**config.mk**
```make
export PLATFORM = sky130hd
export DESIGN_NAME = pip_edge_prep
export DESIGN_NICKNAME = d
export VERILOG_FILES = /design/src/rtl/core/pip_pkg.sv /design/src/rtl/core/pip_edge_prep.sv
export SDC_FILE = /design/constraint.sdc
export NUM_CORES = 1
export LEC_CHECK = 0
export BUFFER_PORTS_ARGS = -buffer_cell sky130_fd_sc_hd__buf_2
export CORE_MARGIN = 5
export CORE_UTILIZATION = 52
export DETAILED_ROUTE_END_ITERATION = 6
export GPL_ROUTABILITY_DRIVEN = 0
export HOLD_SLACK_MARGIN = 0.1
export PLACE_DENSITY = 0.89
export SYNTH_ARGS = -nofsm -noshare
export SYNTH_HDL_FRONTEND = slang
export SYNTH_SLANG_ARGS = --single-unit
```
**constraint.sdc**
```tcl
create_clock -name clk -period 8.4 [get_ports clk]
set_input_delay 1.26 -clock clk [delete_from_list [all_inputs] [get_ports clk]]
set_output_delay 1.26 -clock clk [all_outputs]
set_load 0.005 [all_outputs]
```
**src/rtl/core/pip_pkg.sv**
```systemverilog
// ----------------------------------------------------------------------------
// pip_pkg
// Shared widths, limits and stage payload types for the point-in-polygon
// ray crossing test.
// ----------------------------------------------------------------------------
package pip_pkg;

  localparam int COORD_W      = 24;
  localparam int DIFF_W       = COORD_W + 1;
  localparam int PROD_W       = 2 * DIFF_W;
  localparam int DET_W        = PROD_W + 1;
  localparam int MAX_VERTICES = 1024;
  localparam int CNT_W        = 11;
  localparam int CNT_LIMIT    = (1 << CNT_W) - 1;
  localparam int CNT_MAX      = (MAX_VERTICES > CNT_LIMIT) ? CNT_LIMIT : MAX_VERTICES;
  localparam int IN_W         = 4 * COORD_W;
  localparam int RES_W        = CNT_W + 1;
  localparam int OUT_W        = ((RES_W + 7) / 8) * 8;

  typedef logic signed [COORD_W-1:0] coord_t;

  typedef struct packed {
    coord_t x;
    coord_t y;
  } vertex_t;

  typedef struct packed {
    vertex_t p0;
    vertex_t p1;
  } edge_t;

  typedef struct packed {
    edge_t   e0;
    edge_t   e1;
    vertex_t pt;
    logic    e0_en;
    logic    e1_en;
    logic    start;
    logic    last;
  } edge_pair_t;

  typedef struct packed {
    logic signed [PROD_W-1:0] lhs;
    logic signed [PROD_W-1:0] rhs;
    logic                     live;
    logic                     flat;
    logic                     down;
  } edge_prod_t;

  typedef struct packed {
    edge_prod_t e0;
    edge_prod_t e1;
    logic       start;
    logic       last;
  } prod_pair_t;

endpackage

```
**src/rtl/core/pip_edge_prep.sv**
```systemverilog
// ----------------------------------------------------------------------------
// pip_edge_prep
// Tracks the polygon state (query point, first and previous vertex) and
// registers the endpoints of the edges that each vertex beat closes.
// ----------------------------------------------------------------------------
module pip_edge_prep (
  input  logic                clk,
  input  logic                rst,
  input  logic                in_valid,
  output logic                in_ready,
  input  pip_pkg::vertex_t    in_vtx,
  input  pip_pkg::vertex_t    in_pt,
  input  logic                in_last,
  output logic                out_valid,
  input  logic                out_ready,
  output pip_pkg::edge_pair_t out_pair
);

  logic                in_polygon;
  pip_pkg::vertex_t    held_pt;
  pip_pkg::vertex_t    first;
  pip_pkg::vertex_t    prev;
  pip_pkg::vertex_t    pt_sel;
  pip_pkg::vertex_t    first_sel;
  pip_pkg::edge_pair_t pair_next;
  logic                accept;

  assign in_ready = !out_valid || out_ready;
  assign accept   = in_valid && in_ready;

  always_comb begin
    pt_sel          = in_polygon ? held_pt : in_pt;
    first_sel       = in_polygon ? first : in_vtx;
    pair_next.e0.p0 = prev;
    pair_next.e0.p1 = in_vtx;
    pair_next.e1.p0 = in_vtx;
    pair_next.e1.p1 = first_sel;
    pair_next.pt    = pt_sel;
    pair_next.e0_en = in_polygon;
    pair_next.e1_en = in_last;
    pair_next.start = !in_polygon;
    pair_next.last  = in_last;
  end

  always_ff @(posedge clk) begin
    if (rst) begin
      in_polygon <= 1'b0;
      out_valid  <= 1'b0;
      held_pt    <= '0;
      first      <= '0;
      prev       <= '0;
    end else if (accept) begin
      in_polygon <= !in_last;
      out_valid  <= 1'b1;
      held_pt    <= pt_sel;
      first      <= first_sel;
      prev       <= in_vtx;
    end else if (out_ready) begin
      out_valid <= 1'b0;
    end
  end

  always_ff @(posedge clk) begin
    if (accept) begin
      out_pair <= pair_next;
    end
  end

endmodule

```
==> Word level (Yosys, flattened, before mapping) <==
Cells that the tools add are included.
{ "word_totals": {"out_inout_bits": 246, "romBits": 0, "mem_bits_rw": 0, "n_memories": 0, "ff_bits": 341, "latchBits": 0} }
{ "op_classes": {"magnitude_cmp": 0, "eq_ne": 0, "n_reduce_logical": 6, "div_mod_pow": 0, "n_shift": 0, "n_addsub": 0, "muxes": 4, "bitwise": 0, "mul": 0} }
{ "ops": {"columns": ["cell", "count"], "rows": [
  ["$mux W48", 2],
  ["$logic_not A1 Y1", 3],
  ["$mux W1", 2],
  ["$reduce_bool A2 Y1", 1],
  ["$logic_and A1 B1 Y1", 1],
  ["$logic_or A1 B1 Y1", 1]
]} }

==> Logic depth before layout (Yosys ltp) <==
{ "logic_depth": {"ltp_word": 4, "depth_mapped": 6} }

==> Worst setup path after synthesis <==
No wires, ideal clock.
{ "synth_timing": {"path_type": "in2reg", "startpoint": "input out_ready", "endpoint": "register in_polygon", "setup_ns": 0.354, "cell_stages": 5, "required_ns": 8.046, "setup_slack_ns": 1.566, "t_arrival_ns": 6.480, "cell_sequence": "nand2b_1 > buf_2 > buf_2 > and2_1 > a211oi_1"} }
{ "synth_between": {"elab_chain_cells": 2} }
{ "synth_rtl": {"columns": ["item", "line", "text"], "rows": [
  ["from (decl)", "pip_edge_prep.sv:15", "input logic out_ready,"],
  ["$logic_or A1 B1 Y1", "pip_edge_prep.sv:28", "assign in_ready = !out_valid || out_ready;"],
  ["$logic_and A1 B1 Y1", "pip_edge_prep.sv:29", "assign accept = in_valid && in_ready;"],
  ["named net accept", "pip_edge_prep.sv:26", "logic accept;"],
  ["to (signal assigned)", "pip_edge_prep.sv:53", "in_polygon <= !in_last;"],
  ["to (decl)", "pip_edge_prep.sv:19", "logic in_polygon;"]
]} }
The timed path passes the listed nets, and every way through them passes these cells.
A chain may end at the register's enable or synchronous reset.

==> Worst setup path after layout <==
{ "layout_timing": {"startpoint": "input out_ready", "endpoint": "register out_pair[32] (netlist bit) (enable)"} }
{ "layout_between": {"elab_chain_cells": 2} }
{ "layout_rtl": {"columns": ["item", "line", "text"], "rows": [
  ["$logic_or A1 B1 Y1", "pip_edge_prep.sv:28", null],
  ["$logic_and A1 B1 Y1", "pip_edge_prep.sv:29", null],
  ["named net accept", "pip_edge_prep.sv:26", null],
  ["to (signal assigned)", "pip_edge_prep.sv:65", "out_pair <= pair_next;"],
  ["to (decl)", "pip_edge_prep.sv:16", "output pip_pkg::edge_pair_t out_pair"]
]} }
The timed path passes the listed nets, and every way through them passes these cells.

==> flow_summary.yaml <==
run_status:
  run_status: "complete, no violations"
layout:
  final_cell_mix: "buf_2, edfxtp_1, dfxtp_1"
  area_growth_pct: 21.10
  final_nets: 1179
  fill_cells: 1751
  drive_gt1_frac: 0.5050
  layout_commonest_cell: "buf_2"
worst_setup_path:
  cp_slowest_cell: "buf_4"
  end_kind: "register"
  reg2reg_from: "out_valid"
  path_cells: "buf_2 -> nand2b_4 -> buf_4 -> and2_4 -> buf_4"
  rrSetupSlack_ns: 4.88
  required_ns: 8.50
  worst_ep_arrival_time_ns: 4.18
  cpLargestDelayFamily: "buffers and inverters"
  crit_fanout: 105
  path_buf_inv: 3
  reg2reg_to: "out_pair[32]"
  slowest_delay_ns: 0.90
  timing.critical_path.mode_cell: "buf_4"
  startpoint_type: "primary input"
  r2r_cells: 4
  crit_type: "in2reg"
route:
  drc: 0
  via_per_inst: 5.582
  dr.pass1.iters: 5
  ant_nets: 0
  wl_per_cell_um: 20.30
  drtIter0Drc: 658
  drt-total-wl_um: 28990
  vias: 7971
synth:
  synth_top_area_frac: 0.4638
  synth_top_area_cell: "edfxtp_1"
  synth_cell_types: 20
  synth-seq-area-share: 0.6953
  synth-compound-area-share: 0.1353
  synth_top_family_by_area: "compound AO/OA/AOI/OAI gates"
  ys_seq_elements: 341
  synthXorXnorAreaFrac: 0
  yosys_warnings: 0
  ys_top_cells_by_area: "edfxtp_1, dfxtp_1, a32o_1, mux2_2, a21bo_2"
  synth_area_per_cell_um2: 15.68
  synth_fa_ha_area_frac: 0
  synthCells: 805
  syn_area_um2: 12630
  synthMuxAreaShare: 0.09097
  syn_nets: 906
  synth-simple-area-share: 0.02091
die:
  fp.dieH_um: 165.8
  rows: 57
  initial_core_util: 0.5238
  num_io_pins: 347
  dieArea_um2: 27500
  coreArea_um2: 24110
  die_x_um: 165.8
clock_tree:
  cts_sinks: 341
  clk_path_buf_depth: 3
  htreeDepth: 2
  postCtsSetupBuffers: 0
  postCtsResizedCells: 0
  path_clk_slew_ns: 0.06
  clk_latency_ns: 0.50
  tritoncts: "yes"
  cts-root-buf: "clkbuf_16"
  cts_buffers: 35
  hold_buffers: 0
timing:
  rsz0062_at_grt: "no"
  worst_slew_margin_rel: 0.2505
  finalMaxSlewViolations: 0
  worst_slew_pin_slew_ns: 1.124
  period_share: 0.4856
  final-setup-viol-count: 0
  max_freq_mhz: 245.2
  whs_ns: 0.4195
  fin_skew_ns: 0.01996
  tns_ns: 0
  hold_violations: 0
  fin_crit_ns: 4.079
power_and_ir_drop:
  internal_power_mw: 2.990
  p_clk_frac: 0.401
  power_leakage_nw: 6.101
  p_sw_uw: 829.3
  swShare: 0.2171
  p_seq_frac: 0.511
  irDropWorstVdd_mv: 0.1870
  power_frac_comb: 0.088
  power_density_nw_per_um2: 249.8
worst_hold_path:
  holdCritStartpoint: "pair_next[225]"
  hp-class: "reg2reg"
  hold_depth: 0
  min_to: "out_pair[225]"
placement:
  io_buffers: 346
  dp_hpwl_um: 18500
grt:
  grt_pass1_wl_um: 45270
  overflow: 0
  groute.usage.overall: 0.2015
  grt_max_degree: 106
  grt_pass1_vias: 7971
  antenna_found_initial: 2
job:
  maxCapViolations: 0
-- power groups by stage --
stage	registers [mW]	logic, mW	clock network (mW)
CTS	1.95	0.339	1.56
floorplan	1.99	0.203	0
finish	1.95	0.336	1.53
detailed placement	1.98	0.336	0
global placement	1.98	0.324	0
global route	1.96	0.363	1.65
-- sequential cells by signal, indices dropped and copies added (netlist names) --
name and count:
in_polygon 1, held_pt 48, pair_next 48, first 48, out_pair 195, out_valid 1
-- metrics by stage --
stage          setup slack (ns)  area [µm²]  total power [mW]  utilization  std cells
4_1_cts                   4.354       15290             3.852       0.6342       1427
3_5_place_dp              3.864       14130             2.320       0.5864       1365
3_3_place_gp              3.915       14130             2.304       0.5864       1365
5_1_grt                   4.166       15290             3.971       0.6343       1428
6_report                  4.321       15290             3.819       0.6343       1428
2_1_floorplan             1.566       12630             2.188            -        805
-- worst register-to-register path: stages, from the launching register on --
cell and delay [ns]:
dfxtp_1 0.34, nand2b_4 0.33, buf_4 0.86, and2_4 0.61
buf_4 0.90
-- routing by layer --
metal | GRT usage | routed length (µm) | vias to the layer above
li1 | - | - | 3619
met1 | 0.2435 | 10700 | 3909
met2 | 0.3514 | 15090 | 387
met3 | 0.05046 | 2281 | 56
met4 | 0.07281 | 917 | 0
met5 | 0 | 0 | -
-- worst max path at each step --
stage / start / endpoint / slack [ns] / depth (start not counted)
after detailed placement: out_ready / out_pair[28] / 3.86 / 5
final: out_ready / out_pair[32] / 4.32 / 5
after CTS: out_ready / out_pair[17] / 4.35 / 5
after floorplan: out_ready / in_polygon / 1.57 / 5
after global routing: out_ready / out_pair[27] / 4.17 / 5
after global placement: out_ready / out_pair[33] / 3.91 / 5
-- cells by family (layout without fill, tap and decap cells) --
group	Yosys count	after routing
AOI/OAI and AO/OA	196	196
buffers and inverters	121	419
DFF	341	341
muxes	96	96
other	0	1
and+or+nand+nor	51	51
-- cells in the mapped netlist --
| cell type | number |
|---|---|
| a211oi_1 | 1 |
| a21bo_2 | 48 |
| a21oi_1 | 50 |
| a21oi_2 | 1 |
| a32o_1 | 96 |
| and2_1 | 1 |
| buf_1 | 3 |
| buf_2 | 29 |
| buf_4 | 55 |
| buf_6 | 4 |
| clkbuf_1 | 28 |
| dfxtp_1 | 146 |
| edfxtp_1 | 195 |
| inv_1 | 1 |
| inv_2 | 1 |
| mux2_2 | 78 |
| mux2_4 | 18 |
| nand2b_1 | 1 |
| nand3_1 | 48 |
| nor2_4 | 1 |
-- cell type report --
| class | instances | area, µm² | area share |
|---|---|---|---|
| sequential | 341 | 8782 | 0.5744 |
| multi-input combinational | 343 | 3138 | 0.2052 |
| timing repair buffer | 355 | 1802 | 0.1178 |
| clock buffer | 49 | 1011 | 0.06612 |
| tap | 324 | 405.4 | 0.02651 |
| clock inverter | 13 | 141.4 | 0.009247 |
| inverter | 2 | 7.507 | 0.0004910 |
| antenna | 1 | 2.502 | 0.0001637 |
(Power assumes the default switching activity.)
