### config.mk
export PLATFORM = sky130hd
export DESIGN_NAME = pip_count
export DESIGN_NICKNAME = d
export VERILOG_FILES = /design/src/rtl/core/pip_pkg.sv /design/src/rtl/core/pip_count.sv
export SDC_FILE = /design/constraint.sdc
export NUM_CORES = 1
export LEC_CHECK = 0
export BUFFER_PORTS_ARGS = -buffer_cell sky130_fd_sc_hd__buf_2
export CORE_ASPECT_RATIO = 0.8
export CORE_UTILIZATION = 45
export DETAILED_ROUTE_END_ITERATION = 10
export GPL_TIMING_DRIVEN = 0
export PLACE_DENSITY = 0.69
export SLEW_MARGIN = 20
export SYNTH_ARGS = -nofsm -noshare
export SYNTH_HDL_FRONTEND = slang
export SYNTH_SLANG_ARGS = --single-unit
export TNS_END_PERCENT = 50
### constraint.sdc
create_clock -name clk -period 6.9 [get_ports clk]
set_input_delay 0.345 -clock clk [delete_from_list [all_inputs] [get_ports clk]]
set_output_delay 0.345 -clock clk [all_outputs]
set_load 0.05 [all_outputs]
### src/rtl/core/pip_pkg.sv
// ----------------------------------------------------------------------------
// pip_pkg
// Shared widths, limits and stage payload types for the point-in-polygon
// ray crossing test.
// ----------------------------------------------------------------------------
package pip_pkg;

  localparam int COORD_W      = 24;
  localparam int DIFF_W       = COORD_W + 1;
  localparam int PROD_W       = 2 * DIFF_W;
  localparam int DET_W        = PROD_W + 1;
  localparam int MAX_VERTICES = 1024;
  localparam int CNT_W        = 11;
  localparam int CNT_LIMIT    = (1 << CNT_W) - 1;
  localparam int CNT_MAX      = (MAX_VERTICES > CNT_LIMIT) ? CNT_LIMIT : MAX_VERTICES;
  localparam int IN_W         = 4 * COORD_W;
  localparam int RES_W        = CNT_W + 1;
  localparam int OUT_W        = ((RES_W + 7) / 8) * 8;

  typedef logic signed [COORD_W-1:0] coord_t;

  typedef struct packed {
    coord_t x;
    coord_t y;
  } vertex_t;

  typedef struct packed {
    vertex_t p0;
    vertex_t p1;
  } edge_t;

  typedef struct packed {
    edge_t   e0;
    edge_t   e1;
    vertex_t pt;
    logic    e0_en;
    logic    e1_en;
    logic    start;
    logic    last;
  } edge_pair_t;

  typedef struct packed {
    logic signed [PROD_W-1:0] lhs;
    logic signed [PROD_W-1:0] rhs;
    logic                     live;
    logic                     flat;
    logic                     down;
  } edge_prod_t;

  typedef struct packed {
    edge_prod_t e0;
    edge_prod_t e1;
    logic       start;
    logic       last;
  } prod_pair_t;

endpackage

### src/rtl/core/pip_count.sv
// ----------------------------------------------------------------------------
// pip_count
// Resolves each edge from the sign of the determinant, keeps the running
// saturating crossing count and parity, and holds the result beat.
// ----------------------------------------------------------------------------
module pip_count (
  input  logic                      clk,
  input  logic                      rst,
  input  logic                      in_valid,
  output logic                      in_ready,
  input  pip_pkg::prod_pair_t       in_prod,
  output logic                      res_valid,
  input  logic                      res_ready,
  output logic                      res_inside,
  output logic [pip_pkg::CNT_W-1:0] res_count
);

  function automatic logic edge_hit(pip_pkg::edge_prod_t p);
    logic signed [pip_pkg::DET_W-1:0] det;
    det = {p.lhs[pip_pkg::PROD_W-1], p.lhs} - {p.rhs[pip_pkg::PROD_W-1], p.rhs};
    return p.live && (p.flat || (det == '0) || (det[pip_pkg::DET_W-1] != p.down));
  endfunction

  logic [pip_pkg::CNT_W-1:0] crossings;
  logic                      parity;
  logic                      hit0;
  logic                      hit1;
  logic [pip_pkg::CNT_W-1:0] base;
  logic [pip_pkg::CNT_W:0]   sum;
  logic [pip_pkg::CNT_W-1:0] crossings_next;
  logic                      parity_next;
  logic                      take;

  assign in_ready = !in_prod.last || !res_valid || res_ready;
  assign take     = in_valid && in_ready;

  always_comb begin
    hit0        = edge_hit(in_prod.e0);
    hit1        = edge_hit(in_prod.e1);
    base        = in_prod.start ? '0 : crossings;
    sum         = {1'b0, base} + (pip_pkg::CNT_W+1)'(hit0) + (pip_pkg::CNT_W+1)'(hit1);
    parity_next = (in_prod.start ? 1'b0 : parity) ^ hit0 ^ hit1;
    if (sum > (pip_pkg::CNT_W+1)'(pip_pkg::CNT_MAX)) begin
      crossings_next = pip_pkg::CNT_W'(pip_pkg::CNT_MAX);
    end else begin
      crossings_next = sum[pip_pkg::CNT_W-1:0];
    end
  end

  always_ff @(posedge clk) begin
    if (rst) begin
      crossings <= '0;
      parity    <= 1'b0;
      res_valid <= 1'b0;
    end else begin
      if (take) begin
        crossings <= crossings_next;
        parity    <= parity_next;
      end
      if (take && in_prod.last) begin
        res_valid <= 1'b1;
      end else if (res_ready) begin
        res_valid <= 1'b0;
      end
    end
  end

  always_ff @(posedge clk) begin
    if (take && in_prod.last) begin
      res_inside <= parity_next;
      res_count  <= crossings_next;
    end
  end

endmodule

After elaboration in Yosys (flattened, before gate mapping)
Cells that the tools add are included.
Widths: inputs -> output; s select.
{ "op_classes": {"n_addsub": 4, "magnitude_cmp": 1, "eq_ne": 2, "muxes": 5, "bitwise_logic": 2, "n_reduce_logical": 15} }
{ "op_table": {"columns": ["cell", "count"], "rows": [
  ["$logic_not 51->1", 2],
  ["$sub 50x50->51", 2],
  ["$mux 11", 2],
  ["$add 11x1->12", 1],
  ["$add 12x1->12", 1],
  ["$gt 12x11->1 const B", 1],
  ["$logic_or 1x1->1", 6],
  ["$logic_and 1x1->1", 4],
  ["$mux 1", 3],
  ["$logic_not 1->1", 2],
  ["$ne 1x1->1", 2],
  ["$reduce_bool 2->1", 1],
  ["$xor 1x1->1", 2]
]} }
{ "totals": {"ff_bits": 25, "out_inout_bits": 14, "wordCells": 34} }

Longest topological paths before layout
{ "depth": {"ltp_word": 9, "depth_mapped": 27, "mapped_depth_nobuf": 25} }

Least setup slack after synthesis
OpenSTA, ideal clock, no wires.
{ "synth_path": {"kind": "in2reg", "from": "input port in_prod[116] (netlist bit)", "to": "register res_count[5] (netlist bit) (data pin)", "setup_time_ns": 0.274, "arrival_ns": 5.672, "required_time_ns": 6.626, "path_slack_ns": 0.954, "cell_stages": 22, "n_path_buf": 1, "cell_sequence": "inv_1 -> ha_1 -> nand2_2 -> or3_4 -> a2111o_1 -> a2111o_1 -> a21oi_2 -> mux2i_1 -> or4b_1 -> nor4_2 -> a21bo_2 -> fa_1 -> ha_1 -> nand3_1 -> nor4b_1 -> nor3_1 -> a31oi_1 -> nor3_1 -> a2111oi_0 -> a31o_2 -> clkbuf_1 -> nor3_1"} }
{ "synth_via": {"elab_chain_len": 9} }
{ "synth_rtl": {"columns": ["item", "line", "text"], "rows": [
  ["start, declared", "pip_count.sv:11", "input pip_pkg::prod_pair_t in_prod,"],
  ["$sub 50x50->51 (*)", "pip_count.sv:20", "det = {p.lhs[pip_pkg::PROD_W-1], p.lhs} - {p.rhs[pip_pkg::PROD_W-1], p.rhs};"],
  ["$logic_not 51->1", "pip_count.sv:21", "return p.live && (p.flat || (det == '0) || (det[pip_pkg::DET_W-1] != p.down));"],
  ["$logic_or 1x1->1", "pip_count.sv:21", null],
  ["$logic_or 1x1->1 (*)", "pip_count.sv:21", null],
  ["$logic_and 1x1->1 (*)", "pip_count.sv:21", null],
  ["$add 11x1->12 (*)", "pip_count.sv:41", "sum = {1'b0, base} + (pip_pkg::CNT_W+1)'(hit0) + (pip_pkg::CNT_W+1)'(hit1);"],
  ["$add 12x1->12 (*)", "pip_count.sv:41", null],
  ["$gt 12x11->1", "pip_count.sv:43", "if (sum > (pip_pkg::CNT_W+1)'(pip_pkg::CNT_MAX)) begin"],
  ["$mux 11 (*)", "pip_count.sv:43", null],
  ["via crossings_next, one bit", "pip_count.sv:30", "logic [pip_pkg::CNT_W-1:0] crossings_next;"],
  ["end signal, assigned", "pip_count.sv:71", "res_count <= crossings_next;"],
  ["end, declared", "pip_count.sv:15", "output logic [pip_pkg::CNT_W-1:0] res_count"]
]} }
The timed path passes the listed nets; every way through them passes the cells marked *.
A chain may end at the register's enable or synchronous reset.

Worst setup path after layout
{ "layout_path": {"from": "input port in_prod[26] (netlist bit)", "to": "register crossings[8] (netlist bit)"} }
{ "layout_via": {"elab_chain_len": 8} }
{ "layout_rtl": {"columns": ["item", "line", "text"], "rows": [
  ["$sub 50x50->51 (*)", "pip_count.sv:20", null],
  ["$logic_not 51->1", "pip_count.sv:21", null],
  ["$logic_or 1x1->1", "pip_count.sv:21", null],
  ["$logic_or 1x1->1 (*)", "pip_count.sv:21", null],
  ["$logic_and 1x1->1 (*)", "pip_count.sv:21", null],
  ["$add 12x1->12 (*)", "pip_count.sv:41", null],
  ["$gt 12x11->1", "pip_count.sv:43", null],
  ["$mux 11 (*)", "pip_count.sv:43", null],
  ["via crossings_next, one bit", "pip_count.sv:30", null],
  ["end signal, assigned", "pip_count.sv:57", "crossings <= crossings_next;"],
  ["end, declared", "pip_count.sv:24", "logic [pip_pkg::CNT_W-1:0] crossings;"]
]} }
Marks and branches as above.

==> impl_metrics.ini <==
[outcome]
status = finished clean

[global_routing]
grt_pass1_wl_um = 52060
grt-ovfl-total = 0
grt_pass1_vias = 10370
track_usage = 0.2986
grt_max_degree = 14
antenna_found_initial = 0

[synthesis]
yosys.area.top_type = ha_1
synth_edf_count = 12
yosysTopAreaCellShare = 0.1362
syn_area_mm2 = 0.009279
ys_seq_area_frac = 0.06688
synth_seq_cells = 25
async_flop_share = 0
syn_area_per_cell_um2 = 6.548
synth_cell_types = 96
ys_warn_count = 0
syn_inst = 1417
ys.flop_type = dfxtp_1
syn_nets = 1731
synth.area.top_cells = ha_1 (14%), a21oi_1 (8.0%), nand2_1 (5.8%), inv_1 (5.5%), nor2_1 (5.2%)

[finish]
finalInstanceArea_mm2 = 0.01091
nets = 1957
area_growth_pct = 17.54
fillers = 2053
diodes = 0
regArea_um2 = 620.6
final_cell_mix = buf_2 (239), a21oi_1 (146), nand2_1 (144)
drive_above_1_share = 0.1864
final_common_cell = buf_2
multiInputGateArea_mm2 = 0.007943

[clock_tree]
clk_pin_slew_worst_paths_ps = 60
cts_htree_levels = 1
cts_tree = built
cts-root-buf = clkbuf_16
cts_buffers = 3
clk_latency_ps = 260
clk_path_buf_depth = 2
cts.sinks = 25

[power]
power_per_cell_area_mw_per_mm2 = 110.3
vdd_ir_drop_max_mv = 0.09848
p_leak_nw = 4.950

[drt]
drt-total-wl_um = 32750
ant_nets = 0
drtIter0Drc = 1065
vias_per_cell = 6.075
first_pass_iters = 5
wire_per_inst_um = 17.18
route.detailed.drc = 0
vias = 11580

[worst_setup_path]
reg2reg_slack_ps = 3570
worstPathArrival_ps = 6610
path_class = primary input to register
cpPeakStageDelay_ps = 530
path_depth = 28
cp_common_cell = a21oi_1
worst-path-buf-inv = 5
reg2reg_from = crossings[0]$_SDFFE_PP0P_
r2r-end = crossings[8]$_SDFFE_PP0P_
r2r_cells = 14
cpLargestDelayFamily = compound AO/OA/AOI/OAI gates
cp-endpoint = crossings[8]$_SDFFE_PP0P_
start_kind = primary input
critPathLaunch = in_prod[26]
cp_max_fo = 10
crit_required_ps = 7020
slowest_stage = or4b_1
cp-end-kind = register

[timing]
min_period_ps = 6491
finalHoldViolCount = 0
tightest_slew_ps = 956.1
fmax_mhz = 154.1
finalSetupViolations = 0
slew_headroom = 0.3559
rsz0062_at_grt = false
finClkSkew_ps = 2.786
period_share = 0.9407
hold_ws_ps = 312.0
final_max_slew_viol_count = 0

[hold_path]
hp-class = primary input to register

[flow_run]
max-cap-violations = 0

[place]
gp_congestion = 0.9802
place_hpwl_um = 27820
io_buffers = 224
place_area_mm2 = 0.01073

[floorplan]
placementRows = 46
start_util = 0.4633
io_pins = 226
design.die.area_mm2 = 0.02120
core_area_mm2 = 0.02003
die_w_um = 162.5
die_height_um = 130.4
[cells in the mapped netlist, types with 14 or more instances]
cell / n
o21a_1: 23
nor2_1: 129
nand3_1: 29
o21ai_0: 79
a21oi_1: 149
a21o_1: 32
nand2_1: 144
or3_1: 15
inv_1: 136
and2_1: 16
xnor2_1: 27
a31oi_1: 15
ha_1: 101
buf_2: 15
nand4_1: 49
o211ai_1: 19
xor2_1: 14
nor3_1: 49
nor2b_1: 18
clkbuf_1: 42
[cells by family (layout without fill, tap and decap cells)]
logic type / count (synthesis) / after routing / share of synthesized area
xor+xnor: 42 / 42 / 0.04045
mux: 16 / 16 / 0.01780
buf+inv: 201 / 426 / 0.08792
compound gates: 485 / 485 / 0.3490
simple gates: 546 / 546 / 0.2996
flops: 25 / 25 / 0.06688
fa+ha+maj: 102 / 102 / 0.1383
[cell type report]
cell class	count	share of cell area
Clock buffer	4	0.007227
Buffer	60	0.02639
Inverter	136	0.04681
Timing Repair Buffer	226	0.1042
Multi-Input combinational cell	1191	0.7282
Tap cell	264	0.03029
Sequential cell	25	0.05690
[routing by layer]
metal  wire length, um  vias up  GRT usage
li1                  -     5727          -
met1             15630     5279     0.4445
met2             13790      530     0.4716
met3              2818       42    0.02146
met4               503        0    0.05498
met5                 0        -          0
[worst register-to-register path: stages, from the launching register on]
cell and delay (ps):
dfxtp_1 320, nor2b_1 180, fa_1 280, ha_1 250
nand3_1 250, nor4b_4 390, nor3_1 80, a31oi_1 140
nor3_1 90, a2111oi_1 490, a31o_2 200, clkbuf_2 230
nor2_1 130, nand2_1 90, a21oi_1 60
[timing repair]
item,4_1_cts,5_1_grt
endpoints found under the setup margin,14,19
resized for setup,5,21
setup buffers,0,2
gates cloned,0,0
endpoints found under the hold margin,0,0
hold buffers,0,0
pin swaps,0,3
[how the worst min path moves through the flow]
stage / cells after the start / start / endpoint / slack (ps)
floorplan: 1 / rst / crossings[10]$_SDFFE_PP0P_ / 410
global placement: 2 / crossings[0]$_SDFFE_PP0P_ / crossings[0]$_SDFFE_PP0P_ / 460
detailed placement: 2 / crossings[0]$_SDFFE_PP0P_ / crossings[0]$_SDFFE_PP0P_ / 480
CTS: 2 / rst / crossings[2]$_SDFFE_PP0P_ / 310
global route: 2 / rst / crossings[2]$_SDFFE_PP0P_ / 330
finish: 2 / rst / crossings[10]$_SDFFE_PP0P_ / 310
[flip-flops by register name, indices dropped and copies added, names as in the netlist]
signal and cells:
crossings 11, parity 1, res_count 11, res_inside 1
res_valid 1
[stage by stage]
step | utilization | setup TNS [ps] | std cells | power, W | setup WS, ps
after floorplan | - | 0 | 1417 | 0.0007867 | 954.1
after global placement | 0.5357 | -6759 | 1905 | 0.001032 | -530.1
after detailed placement | 0.5357 | -7156 | 1905 | 0.001040 | -555.7
after CTS | 0.5405 | 0 | 1909 | 0.001173 | 47.53
after global routing | 0.5445 | 0 | 1906 | 0.001298 | 0.7980
final | 0.5445 | 0 | 1906 | 0.001203 | 409.1
[power breakdown]
part           total, W  switching [W]  internal (W)
logic          0.000910       0.000567      0.000344
clock network  0.000128      0.0000490     0.0000790
registers      0.000164     0.00000228      0.000162
total           0.00120       0.000618      0.000585
Note: power is estimated with default switching activity, not from simulation.
